--- config.mk ---
export PLATFORM = sky130hd
export DESIGN_NAME = audio_decimate_nibble_pack_flat
export DESIGN_NICKNAME = d
export VERILOG_FILES = /design/src/sv/adnp_pkg.sv /design/src/sv/adnp_if.sv /design/src/sv/adnp_phase.sv /design/src/sv/adnp_pack.sv /design/src/sv/audio_decimate_nibble_pack.sv /design/src/flat_wrapper.sv
export SDC_FILE = /design/constraint.sdc
export NUM_CORES = 2
export LEC_CHECK = 0
export BUFFER_PORTS_ARGS = -buffer_cell sky130_fd_sc_hd__buf_2
export CAP_MARGIN = 15
export CORE_MARGIN = 1
export CORE_UTILIZATION = 47
export CTS_BUF_LIST = sky130_fd_sc_hd__clkbuf_4 sky130_fd_sc_hd__clkbuf_8
export DETAILED_ROUTE_END_ITERATION = 10
export GPL_TIMING_DRIVEN = 0
export MAX_ROUTING_LAYER = met4
export SKIP_CTS_REPAIR_TIMING = 1
export SYNTH_ARGS = -nofsm -noshare
export SYNTH_HDL_FRONTEND = slang
export SYNTH_SLANG_ARGS = --single-unit
--- constraint.sdc ---
create_clock -name clk -period 7.8 [get_ports clk]
set_input_delay 1.17 -clock clk [delete_from_list [all_inputs] [get_ports clk]]
set_output_delay 1.17 -clock clk [all_outputs]
set_load 0.05 [all_outputs]
--- src/sv/adnp_pkg.sv ---
// ----------------------------------------------------------------------------
// adnp_pkg
// Shared widths, register indexes, reset values and types for the PCM
// decimator and nibble packer.
// ----------------------------------------------------------------------------
package adnp_pkg;

    // Field and register widths
    localparam int SAMPLE_W  = 16;
    localparam int GAIN_W    = 31;
    localparam int RATE_BITS = 18;
    localparam int PHASE_W   = RATE_BITS + 2;
    localparam int PROD_W    = SAMPLE_W + GAIN_W;
    localparam int NIB_W     = 4;
    localparam int BYTE_W    = 8;
    localparam int CFG_W     = 31;
    localparam int CFG_IDX_W = 4;

    // Register indexes
    localparam logic [CFG_IDX_W-1:0] REG_STEREO   = CFG_IDX_W'(0);
    localparam logic [CFG_IDX_W-1:0] REG_GAIN     = CFG_IDX_W'(1);
    localparam logic [CFG_IDX_W-1:0] REG_IN_RATE  = CFG_IDX_W'(2);
    localparam logic [CFG_IDX_W-1:0] REG_OUT_RATE = CFG_IDX_W'(3);

    // Command codes
    localparam logic CMD_SAMPLE = 1'b0;
    localparam logic CMD_FINISH = 1'b1;

    // Register reset values
    localparam int GAIN_RST     = 65536;
    localparam int IN_RATE_RST  = 44100;
    localparam int OUT_RATE_RST = 8000;
    localparam logic signed [PHASE_W-1:0] PHASE_RST = PHASE_W'(-IN_RATE_RST);

    // Quantizer: offset of 8.0 in Q4.28 (half the nibble range), nibble lives at bits 31:28
    localparam int QUANT_SHIFT = 28;
    localparam logic [NIB_W-1:0]  NIB_MAX  = 4'hF;
    localparam logic [BYTE_W-1:0] PAD_BYTE = 8'h88;

    typedef struct packed {
        logic                 stereo;
        logic [GAIN_W-1:0]    gain;
        logic [RATE_BITS-1:0] in_rate;
        logic [RATE_BITS-1:0] out_rate;
    } cfg_t;

    // Control from the input stage to the rate accumulator
    typedef struct packed {
        logic                 step;
        logic                 finish;
        logic                 load;
        logic [RATE_BITS-1:0] load_rate;
    } phase_ctl_t;

    // Token handed to the pack stage
    typedef struct packed {
        logic                     finish;
        logic signed [PROD_W-1:0] prod;
    } tok_t;

endpackage

--- src/sv/adnp_if.sv ---
// ----------------------------------------------------------------------------
// adnp channel interfaces
// Valid/ready channels for PCM sample requests and packed byte results.
// ----------------------------------------------------------------------------
interface adnp_in_if;
    logic                                  valid;
    logic                                  ready;
    logic                                  cmd;
    logic signed [adnp_pkg::SAMPLE_W-1:0]  left_sample;
    logic signed [adnp_pkg::SAMPLE_W-1:0]  right_sample;

    modport source (output valid, output cmd, output left_sample, output right_sample,
                    input ready);
    modport sink   (input valid, input cmd, input left_sample, input right_sample,
                    output ready);
endinterface

interface adnp_out_if;
    logic                        valid;
    logic                        ready;
    logic [adnp_pkg::BYTE_W-1:0] out_byte;
    logic                        last;

    modport source (output valid, output out_byte, output last, input ready);
    modport sink   (input valid, input out_byte, input last, output ready);
endinterface

--- src/sv/adnp_phase.sv ---
// ----------------------------------------------------------------------------
// adnp_phase
// Saturating rate accumulator that decides which samples are kept.
// ----------------------------------------------------------------------------
module adnp_phase
(
    input  logic                 clk,
    input  logic                 rst_n,
    input  adnp_pkg::cfg_t       cfg,
    input  adnp_pkg::phase_ctl_t ctl,
    output logic                 keep
);

    localparam int PW = adnp_pkg::PHASE_W;

    logic signed [PW-1:0] phase_reg;
    logic signed [PW-1:0] phase_next;
    logic signed [PW:0]   sum_add;
    logic signed [PW:0]   sum_sub;
    logic signed [PW-1:0] sat_add;
    logic signed [PW-1:0] sat_sub;
    logic signed [PW-1:0] neg_in_rate;
    logic signed [PW-1:0] neg_load_rate;

    // Clamp a one-bit-wider sum into the phase range
    function automatic logic signed [PW-1:0] sat_phase(input logic signed [PW:0] v);
        logic signed [PW-1:0] r;
        if (v[PW] != v[PW-1])
        begin
            r = v[PW] ? {1'b1, {(PW-1){1'b0}}} : {1'b0, {(PW-1){1'b1}}};
        end
        else
        begin
            r = v[PW-1:0];
        end
        return r;
    endfunction

    // Add out_rate, keep when positive, then take off in_rate
    always_comb
    begin
        sum_add       = $signed({phase_reg[PW-1], phase_reg})
                        + $signed({3'b000, cfg.out_rate});
        sat_add       = sat_phase(sum_add);
        keep          = !sat_add[PW-1] && (|sat_add);
        sum_sub       = $signed({sat_add[PW-1], sat_add})
                        - $signed({3'b000, cfg.in_rate});
        sat_sub       = sat_phase(sum_sub);
        neg_in_rate   = -$signed({2'b00, cfg.in_rate});
        neg_load_rate = -$signed({2'b00, ctl.load_rate});
    end

    // Select the next phase: reload on in_rate write, restart on finish, else advance on a step
    always_comb
    begin
        phase_next = phase_reg;
        priority if (ctl.load)
        begin
            phase_next = neg_load_rate;
        end
        else if (ctl.step && ctl.finish)
        begin
            phase_next = neg_in_rate;
        end
        else if (ctl.step)
        begin
            phase_next = keep ? sat_sub : sat_add;
        end
    end

    always_ff @(posedge clk or negedge rst_n)
    begin
        if (!rst_n)
        begin
            phase_reg <= adnp_pkg::PHASE_RST;
        end
        else
        begin
            phase_reg <= phase_next;
        end
    end

endmodule

--- src/sv/adnp_pack.sv ---
// ----------------------------------------------------------------------------
// adnp_pack
// Quantizes scaled samples to nibbles, packs them into bytes and drains the
// flush sequence into the output register.
// ----------------------------------------------------------------------------
module adnp_pack
(
    input  logic              clk,
    input  logic              rst_n,
    input  logic              tok_valid,
    input  adnp_pkg::tok_t    tok,
    output logic              tok_consume,
    adnp_out_if.source        out_ch
);

    localparam int NW = adnp_pkg::PROD_W + 1;
    localparam int QS = adnp_pkg::QUANT_SHIFT;

    logic [adnp_pkg::NIB_W-1:0]  held_reg;
    logic [adnp_pkg::NIB_W-1:0]  held_next;
    logic                        pending_reg;
    logic                        pending_next;
    logic [1:0]                  cnt_reg;
    logic [1:0]                  cnt_next;
    logic                        out_valid_reg;
    logic [adnp_pkg::BYTE_W-1:0] out_byte_reg;
    logic                        out_last_reg;

    logic signed [NW-1:0]        num;
    logic [adnp_pkg::NIB_W-1:0]  nib;
    logic                        out_free;
    logic                        emit;
    logic                        final_step;
    logic                        go;
    logic [adnp_pkg::BYTE_W-1:0] emit_byte;
    logic                        emit_last;

    // Offset by one half and clamp the top nibble to 0..15
    always_comb
    begin
        num = $signed({tok.prod[adnp_pkg::PROD_W-1], tok.prod})
              + $signed(NW'(64'd1 << (QS + 3)));
        priority if (num[NW-1] || (num == '0))
        begin
            nib = '0;
        end
        else if (|num[NW-2:QS+adnp_pkg::NIB_W])
        begin
            nib = adnp_pkg::NIB_MAX;
        end
        else
        begin
            nib = num[QS+adnp_pkg::NIB_W-1:QS];
        end
    end

    // Decide this cycle's byte and whether the token is done
    always_comb
    begin
        emit       = 1'b0;
        final_step = 1'b1;
        emit_byte  = adnp_pkg::PAD_BYTE;
        emit_last  = 1'b1;
        if (tok.finish == adnp_pkg::CMD_SAMPLE)
        begin
            emit      = pending_reg;
            emit_byte = {held_reg, nib};
        end
        else if (pending_reg)
        begin
            emit       = 1'b1;
            emit_byte  = {held_reg, held_reg};
            emit_last  = (cnt_reg == 2'd3);
            final_step = emit_last;
        end
        else if (cnt_reg != 2'd0)
        begin
            emit       = 1'b1;
            emit_last  = (cnt_reg == 2'd3);
            final_step = emit_last;
        end
    end

    assign out_free    = !out_valid_reg || out_ch.ready;
    assign go          = tok_valid && (!emit || out_free);
    assign tok_consume = go && final_step;

    // Advance the pack state
    always_comb
    begin
        held_next    = held_reg;
        pending_next = pending_reg;
        cnt_next     = cnt_reg;
        if (go)
        begin
            if (tok.finish == adnp_pkg::CMD_FINISH && final_step)
            begin
                held_next    = '0;
                pending_next = 1'b0;
                cnt_next     = 2'd0;
            end
            else if (tok.finish == adnp_pkg::CMD_FINISH)
            begin
                pending_next = 1'b0;
                cnt_next     = cnt_reg + 2'd1;
            end
            else if (pending_reg)
            begin
                pending_next = 1'b0;
                cnt_next     = cnt_reg + 2'd1;
            end
            else
            begin
                held_next    = nib;
                pending_next = 1'b1;
            end
        end
    end

    always_ff @(posedge clk or negedge rst_n)
    begin
        if (!rst_n)
        begin
            held_reg      <= '0;
            pending_reg   <= 1'b0;
            cnt_reg       <= 2'd0;
            out_valid_reg <= 1'b0;
        end
        else
        begin
            held_reg    <= held_next;
            pending_reg <= pending_next;
            cnt_reg     <= cnt_next;
            if (go && emit)
            begin
                out_valid_reg <= 1'b1;
            end
            else if (out_ch.ready)
            begin
                out_valid_reg <= 1'b0;
            end
        end
    end

    // Load the result register
    always_ff @(posedge clk)
    begin
        if (go && emit)
        begin
            out_byte_reg <= emit_byte;
            out_last_reg <= emit_last;
        end
    end

    assign out_ch.valid    = out_valid_reg;
    assign out_ch.out_byte = out_byte_reg;
    assign out_ch.last     = out_last_reg;

endmodule

--- src/sv/audio_decimate_nibble_pack.sv ---
// ----------------------------------------------------------------------------
// audio_decimate_nibble_pack
// Decimates 16-bit PCM, scales and quantizes to 4-bit nibbles, packs bytes.
// ----------------------------------------------------------------------------
// Usage:
//   in_ch carries requests: cmd 0 with a left (and right) sample, or cmd 1 to
//   finish the stream. out_ch returns packed bytes; last marks the final byte
//   caused by one request. Registers are written through cfg_we, cfg_index and
//   cfg_data; the user must do so only while the block is idle (not enforced).
// Timing:
//   One request per cycle while in_ch.ready is high. A sample passes an input
//   stage, the gain multiplier register and the pack stage, in that order. A
//   finish request emits up to 4 bytes, one per cycle from the pack stage
//   while out_ch is ready, and holds that stage until its last byte is out;
//   the earlier stages keep taking requests until they fill.
// Reset:
//   rst_n clears registers to their defaults, the rate phase to -in_rate
//   and empties all stages. No clearing pass is needed.
// Stall:
//   When out_ch is not ready the result register holds its byte and the
//   stages behind it fill up, then in_ch.ready drops.
// ----------------------------------------------------------------------------
module audio_decimate_nibble_pack
(
    input  logic                              clk,
    input  logic                              rst_n,
    input  logic                              cfg_we,
    input  logic [adnp_pkg::CFG_IDX_W-1:0]    cfg_index,
    input  logic [adnp_pkg::CFG_W-1:0]        cfg_data,
    adnp_in_if.sink                           in_ch,
    adnp_out_if.source                        out_ch
);

    localparam int SW = adnp_pkg::SAMPLE_W;

    adnp_pkg::cfg_t       cfg_reg;
    adnp_pkg::phase_ctl_t phase_ctl;
    adnp_pkg::tok_t       tok;

    logic                         keep;
    logic                         in_fire;
    logic                         a_take;
    logic                         b_take;
    logic                         consume;

    logic                         a_valid_reg;
    logic                         a_fin_reg;
    logic signed [SW-1:0]         a_s_reg;
    logic                         b_valid_reg;
    logic                         b_fin_reg;
    logic signed [adnp_pkg::PROD_W-1:0] b_prod_reg;

    logic signed [SW:0]           pair_sum;
    logic signed [SW:0]           pair_avg;
    logic signed [SW-1:0]         sample;
    logic signed [2*SW-1+adnp_pkg::GAIN_W-SW+1:0] mult_full;

    // Write configuration registers
    always_ff @(posedge clk or negedge rst_n)
    begin
        if (!rst_n)
        begin
            cfg_reg.stereo   <= 1'b0;
            cfg_reg.gain     <= adnp_pkg::GAIN_W'(adnp_pkg::GAIN_RST);
            cfg_reg.in_rate  <= adnp_pkg::RATE_BITS'(adnp_pkg::IN_RATE_RST);
            cfg_reg.out_rate <= adnp_pkg::RATE_BITS'(adnp_pkg::OUT_RATE_RST);
        end
        else if (cfg_we)
        begin
            unique case (cfg_index)
                adnp_pkg::REG_STEREO:   cfg_reg.stereo   <= cfg_data[0];
                adnp_pkg::REG_GAIN:     cfg_reg.gain     <= cfg_data[adnp_pkg::GAIN_W-1:0];
                adnp_pkg::REG_IN_RATE:  cfg_reg.in_rate  <= cfg_data[adnp_pkg::RATE_BITS-1:0];
                adnp_pkg::REG_OUT_RATE: cfg_reg.out_rate <= cfg_data[adnp_pkg::RATE_BITS-1:0];
                default:                cfg_reg          <= cfg_reg;
            endcase
        end
    end

    // Stage handshakes: each stage loads when empty or when drained
    assign b_take      = !b_valid_reg || consume;
    assign a_take      = !a_valid_reg || b_take;
    assign in_ch.ready = a_take;
    assign in_fire     = in_ch.valid && a_take;

    // Average left and right, truncating toward zero
    always_comb
    begin
        pair_sum = $signed({in_ch.left_sample[SW-1], in_ch.left_sample})
                   + $signed({in_ch.right_sample[SW-1], in_ch.right_sample});
        pair_avg = (pair_sum + $signed({{SW{1'b0}}, pair_sum[SW]})) >>> 1;
        sample   = cfg_reg.stereo ? pair_avg[SW-1:0] : in_ch.left_sample;
    end

    // Drive the rate accumulator
    always_comb
    begin
        phase_ctl.step      = in_fire;
        phase_ctl.finish    = (in_ch.cmd == adnp_pkg::CMD_FINISH);
        phase_ctl.load      = cfg_we && (cfg_index == adnp_pkg::REG_IN_RATE);
        phase_ctl.load_rate = cfg_data[adnp_pkg::RATE_BITS-1:0];
    end

    adnp_phase u_phase
    (
        .clk   (clk),
        .rst_n (rst_n),
        .cfg   (cfg_reg),
        .ctl   (phase_ctl),
        .keep  (keep)
    );

    // Input stage: hold kept samples and finish requests, drop the rest
    always_ff @(posedge clk or negedge rst_n)
    begin
        if (!rst_n)
        begin
            a_valid_reg <= 1'b0;
        end
        else if (a_take)
        begin
            a_valid_reg <= in_fire && ((in_ch.cmd == adnp_pkg::CMD_FINISH) || keep);
        end
    end

    always_ff @(posedge clk)
    begin
        if (in_fire)
        begin
            a_fin_reg <= (in_ch.cmd == adnp_pkg::CMD_FINISH);
            a_s_reg   <= sample;
        end
    end

    // Gain multiply stage
    assign mult_full = a_s_reg * $signed({1'b0, cfg_reg.gain});

    always_ff @(posedge clk or negedge rst_n)
    begin
        if (!rst_n)
        begin
            b_valid_reg <= 1'b0;
        end
        else if (b_take)
        begin
            b_valid_reg <= a_valid_reg;
        end
    end

    always_ff @(posedge clk)
    begin
        if (b_take && a_valid_reg)
        begin
            b_fin_reg  <= a_fin_reg;
            b_prod_reg <= mult_full[adnp_pkg::PROD_W-1:0];
        end
    end

    // Quantize, pack and flush
    always_comb
    begin
        tok.finish = b_fin_reg;
        tok.prod   = b_prod_reg;
    end

    adnp_pack u_pack
    (
        .clk         (clk),
        .rst_n       (rst_n),
        .tok_valid   (b_valid_reg),
        .tok         (tok),
        .tok_consume (consume),
        .out_ch      (out_ch)
    );

`ifndef SYNTH
    // A byte that is not last comes from a flush: doubled nibble or pad
    assert property (@(posedge clk) disable iff (!rst_n)
        (out_ch.valid && !out_ch.last) |-> (out_ch.out_byte[7:4] == out_ch.out_byte[3:0]))
        else $error("non-last byte is not a flush byte");

    // A flush never pauses between its bytes once the receiver takes one
    assert property (@(posedge clk) disable iff (!rst_n)
        (out_ch.valid && out_ch.ready && !out_ch.last) |=> out_ch.valid)
        else $error("flush sequence broken after non-last byte");

    // The pack stage only releases a token when the stage behind is full
    assert property (@(posedge clk) disable iff (!rst_n)
        consume |-> b_valid_reg)
        else $error("pack stage consumed an empty slot");
`endif

endmodule

--- src/flat_wrapper.sv ---
// flat-port wrapper written by rule: the top's interface ports become plain ports
module audio_decimate_nibble_pack_flat 
  (clk, rst_n, cfg_we, cfg_index, cfg_data, in_ch_valid, in_ch_cmd, in_ch_left_sample, in_ch_right_sample, in_ch_ready, out_ch_valid, out_ch_out_byte, out_ch_last, out_ch_ready);
  adnp_in_if in_ch_i ();
  adnp_out_if out_ch_i ();
  input  logic clk;
  input  logic rst_n;
  input  logic cfg_we;
  input  logic [adnp_pkg::CFG_IDX_W-1:0] cfg_index;
  input  logic [adnp_pkg::CFG_W-1:0] cfg_data;
  input wire logic [$bits(in_ch_i.valid)-1:0] in_ch_valid;
  input wire logic [$bits(in_ch_i.cmd)-1:0] in_ch_cmd;
  input wire logic [$bits(in_ch_i.left_sample)-1:0] in_ch_left_sample;
  input wire logic [$bits(in_ch_i.right_sample)-1:0] in_ch_right_sample;
  output wire logic [$bits(in_ch_i.ready)-1:0] in_ch_ready;
  output wire logic [$bits(out_ch_i.valid)-1:0] out_ch_valid;
  output wire logic [$bits(out_ch_i.out_byte)-1:0] out_ch_out_byte;
  output wire logic [$bits(out_ch_i.last)-1:0] out_ch_last;
  input wire logic [$bits(out_ch_i.ready)-1:0] out_ch_ready;
  assign in_ch_i.valid = in_ch_valid;
  assign in_ch_i.cmd = in_ch_cmd;
  assign in_ch_i.left_sample = in_ch_left_sample;
  assign in_ch_i.right_sample = in_ch_right_sample;
  assign in_ch_ready = in_ch_i.ready;
  assign out_ch_valid = out_ch_i.valid;
  assign out_ch_out_byte = out_ch_i.out_byte;
  assign out_ch_last = out_ch_i.last;
  assign out_ch_i.ready = out_ch_ready;
  audio_decimate_nibble_pack u_core (.clk(clk), .rst_n(rst_n), .cfg_we(cfg_we), .cfg_index(cfg_index), .cfg_data(cfg_data), .in_ch(in_ch_i), .out_ch(out_ch_i));
endmodule
======== After elaboration in Yosys (flattened, before gate mapping) ========
Index checks and enable logic that the tools add are counted.
word-level totals
  register bits ........................... 172
  output and inout bits ................... 11
  logic and storage cells ................. 99
cells by class
  $add $sub $neg .......................... 8
  $mul .................................... 1
  eq/ne operators ......................... 8
  multiplexer cells ....................... 30
  reductions and logical operators ........ 35
operators with widths
  cell                    count
  $mux 20                 8
  $add 47x33->48 const B  1
  $logic_not 48->1        1
  $mul 16x32->47          1
  $neg 18->20             2
  $add 20x19->21          1
  $sub 20x19->21          1
  $mux 4                  5
  $reduce_or 20->1        1
  $add 16x16->17          1
  $add 17x2->17           1
  $mux 16                 1
  $mux 8                  2
  $reduce_or 15->1        1
  $mux 1                  11
  $logic_and 1x1->1       10
  $reduce_and 2->1        5
  $eq 4x2->1 const B      2
  $logic_or 1x1->1        6
  $mux 2                  3
  $reduce_bool 3->1       2
  $logic_not 1->1         5
  $eq 4x1->1 const B      1
  $logic_not 4->1         1
  7 further kinds         9

======== Logic depth before layout (Yosys ltp) ========
  depth after elaboration ................. 14
  mapped depth ............................ 26

======== Hierarchy ========
Synthesis repeated with hierarchy kept, for this count alone.
unflattened totals
  cell total of the unflattened synthesis .. 3074
  area total of the unflattened synthesis .. 28041.9 um^2
modules (own cells, without submodules)
  module                      instances  cells each  area each (um^2)  seq. area each (um^2)
  audio_decimate_nibble_pack  1          2302        22187.5           3719.8
  adnp_phase                  1          645         4665.7            516.7
  adnp_pack                   1          127         1188.6            470.5

======== Least setup slack after synthesis ========
No wires, ideal clock.
  path type ............................... register to register
  start point ............................. register u_core.u_phase.phase_reg[11]
  end point ............................... register u_core.u_phase.phase_reg[13]
  setup time .............................. 0.135 ns
  arrival time ............................ 6.205 ns
  required time ........................... 7.665 ns
  setup slack ............................. 1.460 ns
  cell stages (with the launch flop) ...... 26
  path buffers ............................ 4
  clock period less this slack ............ 6.340 ns
  cell sequence ........................... dfrtp_1 ha_1 clkbuf_1 and4_1 o211ai_1 o21a_1 o211ai_1 nand3_1 a21boi_0 xor2_1 ha_1 buf_1 clkbuf_1 a21boi_1 clkbuf_1 nor2_1 ha_1 and4_1 nand2_1 a2111oi_0 o31a_1 nor2_1 mux2i_1 nand2_1 a211oi_1 o31ai_1
between the ends
  longest elaborated chain between the ends .. 10
  elaborated cells on any way between the ends .. 15
  classes of those cells .................. add/sub (2); eq/ne (2); mux (8); reduce/logical (3)
RTL lines
  what                                          RTL line                            source
  start, declared                               adnp_phase.sv:16                    logic signed [PW-1:0] phase_reg;
  start signal, assigned                        adnp_phase.sv:75                    phase_reg <= adnp_pkg::PHASE_RST;
  start signal, assigned                        adnp_phase.sv:79                    phase_reg <= phase_next;
  $add 20x19->21 (*)                            adnp_phase.sv:43                    + $signed({3'b000, cfg.out_rate});
  $mux 20 / $ne 1x1->1 (equally long branches)  adnp_phase.sv:30, adnp_phase.sv:28
  $mux 20 (*)                                   adnp_phase.sv:28                    if (v[PW] != v[PW-1])
  $sub 20x19->21                                adnp_phase.sv:47                    - $signed({3'b000, cfg.in_rate});
  $mux 20 / $ne 1x1->1 (equally long branches)  adnp_phase.sv:30, adnp_phase.sv:28
  $mux 20                                       adnp_phase.sv:28
  $mux 20 (*)                                   adnp_phase.sv:67                    phase_next = keep ? sat_sub : sat_add;
  $mux 20 (*)                                   adnp_phase.sv:65                    else if (ctl.step)
  $mux 20 (*)                                   adnp_phase.sv:61                    else if (ctl.step && ctl.finish)
  $mux 20 (*)                                   adnp_phase.sv:57                    priority if (ctl.load)
Mark *: on every way between the ends. The rest lies on a longest branch, timed or not. The select of a mux whose other input is x is not followed.
A chain may end at the register's enable or synchronous reset.

======== Worst setup path after layout ========
  start point ............................. register u_core.a_s_reg[4]
  end point ............................... register u_core.b_prod_reg[45] (netlist bit) (data pin)
between the ends
  longest elaborated chain between the ends .. 1
RTL lines
  what                                 RTL line                           source
  start, declared                      audio_decimate_nibble_pack.sv:48   logic signed [SW-1:0] a_s_reg;
  start signal, assigned               audio_decimate_nibble_pack.sv:131  a_s_reg <= sample;
  $mul 16x32->47                       audio_decimate_nibble_pack.sv:136  assign mult_full = a_s_reg * $signed({1'b0, cfg_reg.gain});
  named net u_core.mult_full, one bit  audio_decimate_nibble_pack.sv:56   logic signed [2*SW-1+adnp_pkg::GAIN_W-SW+1:0] mult_full;
  end signal, assigned                 audio_decimate_nibble_pack.sv:155  b_prod_reg <= mult_full[adnp_pkg::PROD_W-1:0];
  end, declared                        audio_decimate_nibble_pack.sv:51   logic signed [adnp_pkg::PROD_W-1:0] b_prod_reg;
The timed path passes the listed nets, and every way through them passes these cells.

==> results.sh <==
export IMPL_place_hpwl_um=67100
export IMPL_postRouteAntennaNets=0
export IMPL_synthMuxAreaShare_pct=2.47
export IMPL_die_area_sq_um=56200
export IMPL_grt_setup_unrepaired="false"
export IMPL_critPathKind="flip-flop to flip-flop"
export IMPL_grt_first_pass_wirelength_um=128000
export IMPL_period_share_pct=97.2
export IMPL_fmax_mhz=132
export IMPL_dpl_worst_slack_ns=-0.959
export IMPL_vias_per_cell=5.66
export IMPL_drv_cap=0
export IMPL_avgSynthCellArea_sq_um=8.87
export IMPL_synthAdderAreaFrac_pct=41.4
export IMPL_cts_sinks=144
export IMPL_firstDrtPassIters=7
export IMPL_crit_required_ns=8.12
export IMPL_fin_cells=3745
export IMPL_period_needed_ns=7.58
export IMPL_postLayoutSetupSlackWorst_ns=0.222
export IMPL_gr_usage_all_layers_pct=31.3
export IMPL_fin_util_pct=51.4
export IMPL_start_kind="flip-flop"
export IMPL_layout_drive_gt1_share_pct=8.94
export IMPL_drt_iter0_drc=1572
export IMPL_skew_ns=0.0308
export IMPL_grt_max_degree=51
export IMPL_cts_tree="done"
export IMPL_maxSlewViolCount=0
export IMPL_h_tree_depth=4
export IMPL_dp_cells=3707
export IMPL_status="complete, no violations"
export IMPL_tightest_slew_ns=1.18
export IMPL_nets=3717
export IMPL_clkSlewWorstSetupHoldPaths_ns=0.10
export IMPL_num_io_pins=84
export IMPL_grt_pass1_vias=22000
export IMPL_synth_enable_flop_cells=46
export IMPL_synth_cell_types=81
export IMPL_synth_top_family_by_area="adder cells"
export IMPL_synth_area_leaders="fa_1 31%, ha_1 10%, inv_1 7.8%, dfrtp_1 6.9%, nand2_1 5.6%"
export IMPL_vias=21200
export IMPL_synth_cells=2927
export IMPL_drc=0
export IMPL_yosysTopAreaCell="fa_1"
export IMPL_worstPathMaxFanout=10
export IMPL_syn_nets=3614
export IMPL_yosysSeqAreaShare_pct=14.9
export IMPL_clockBufferDepth=2
export IMPL_crit_arrival_ns=7.89
export IMPL_hp_class="flip-flop to flip-flop"
export IMPL_cts_root_buf="clkbuf_8"
export IMPL_synthFlopType="dfrtp_1"
export IMPL_async_reset_ff_share_pct=68.1
export IMPL_slew_headroom_pct=20.2
export IMPL_setup_worst_path_end_class="flip-flop"
export IMPL_largest_register_ffs=68
export IMPL_synth_compound_area_share_pct=10.8
export IMPL_place_congestion=1.01
export IMPL_synthSimpleGateAreaFrac_pct=17.2
export IMPL_synth_cell_area_sq_um=25900
export IMPL_setup_viol=0
export IMPL_netlist_area_leader_share_pct=31.4
export IMPL_die_w_um=237
export IMPL_drt_total_wl_um=81400
export IMPL_io_buffer_count=81
export IMPL_core_sq_um=54100
export IMPL_fp_row_count=85
export IMPL_clk_latency_ns=0.58
export IMPL_wire_per_inst_um=21.7
export IMPL_yosysWarnings=0
export IMPL_antenna_found_initial=7
export IMPL_initial_utilization_pct=47.9
export IMPL_overflow=0
export IMPL_numCtsBuffers=17
export IMPL_hold_viol=0
export IMPL_synth_common_cells="542 x inv_1, 407 x fa_1, 386 x nand2_1"
export IMPL_areaGrowthSynthToFinish_pct=7.22
export IMPL_yosys_area_share_xor_xnor_pct=3.54
export IMPL_ys_seq_elements=144
export IMPL_die_h_um=237
export IMPL_synth_most_common_cell="inv_1"
kinds of logic (layout without fill, tap and decap cells):
logic type / Yosys count / count (layout)
buffers and inverters: 664 / 780
DFF: 144 / 144
xor gates and xnor gates: 105 / 105
AOI/OAI and AO/OA: 428 / 428
and+or+nand+nor: 915 / 915
adders and majority gates: 614 / 614
muxes: 57 / 57
other: 0 / 6
metal layers:
metal	vias up	GRT usage (%)	routed length, um
met4	0	12.4	3290
met1	10700	42.1	35700
met2	839	46.1	35300
li1	9523	-	-
met5	-	-	0
met3	145	6.70	7140
through the flow:
step           TNS [ns]  area [sq um]  hold WS (ns)
2_1_floorplan         0         25900         0.400
3_3_place_gp     -14.56         27200         0.469
3_5_place_dp     -13.10         27300         0.474
4_1_cts          -14.22         27700         0.498
5_1_grt               0         27800         0.530
6_report              0         27800         0.498
final timing paths:
check | slack (ns) | end | from | depth (start not counted)
setup / recovery | 0.22 | u_core.b_prod_reg[45]$_DFFE_PP_ | u_core.a_s_reg[4]$_DFFE_PP_ | 22
hold / removal | 0.50 | u_core.cfg_reg[0]$_DFFE_PN0P_ | u_core.cfg_reg[0]$_DFFE_PN0P_ | 2
setup reg to reg | 0.22 | u_core.b_prod_reg[45]$_DFFE_PP_ | u_core.a_s_reg[4]$_DFFE_PP_ | 22
hold reg to reg | 0.50 | u_core.cfg_reg[0]$_DFFE_PN0P_ | u_core.cfg_reg[0]$_DFFE_PN0P_ | 2
max in group asynchronous | 6.38 | u_core.u_phase.phase_reg[18]$_DFFE_PN1P_ | rst_n | 2
min in group asynchronous | 0.62 | u_core.cfg_reg[64]$_DFFE_PN0P_ | rst_n | 1
cell type report:
type / count / area, sq um
Antenna cell: 6 / 15.0
Buffer: 122 / 532
Clock buffer: 18 / 248
Clock inverter: 14 / 153
Fill cell: 5161 / 26300
Inverter: 542 / 2030
Multi-Input combinational cell: 2119 / 19600
Sequential cell: 144 / 3870
Tap cell: 696 / 871
Timing Repair Buffer: 84 / 470
layout by cell type (no fill, tap or decap), types with 27 or more instances in the layout:
master and count:
inv_1 542, fa_1 407, dfrtp_1 72, a21oi_1 116, a21o_1 27, o21ai_0 101
buf_2 84, xor2_1 38, mux2_2 56, nand2b_1 28, edfxtp_1 46, clkbuf_2 32
nand3_1 36, xnor2_1 67, ha_1 207, nand2_1 385, and2_1 209, clkbuf_1 78
nor2_1 120, nor3_1 36
worst max-delay path, cell delays in order (launching register included):
cell       delay [ns]
edfxtp_1         0.52
clkbuf_1         0.30
and2_1           0.26
fa_1             0.57
inv_1            0.06
fa_1             0.47
fa_1             0.53
inv_1            0.06
fa_1             0.50
fa_1             0.50
inv_1            0.05
fa_1             0.48
inv_1            0.05
ha_1             0.32
a21oi_1          0.42
o2111ai_1        0.32
a21oi_2          0.39
o2bb2ai_1        0.22
o31ai_4          0.38
a21oi_1          0.19
a31oi_1          0.38
o21ai_0          0.19
xor2_1           0.16
Power is left out: the tool's default activity adds up to more than one toggle a clock period on the data nets, which glitch-free logic cannot reach.
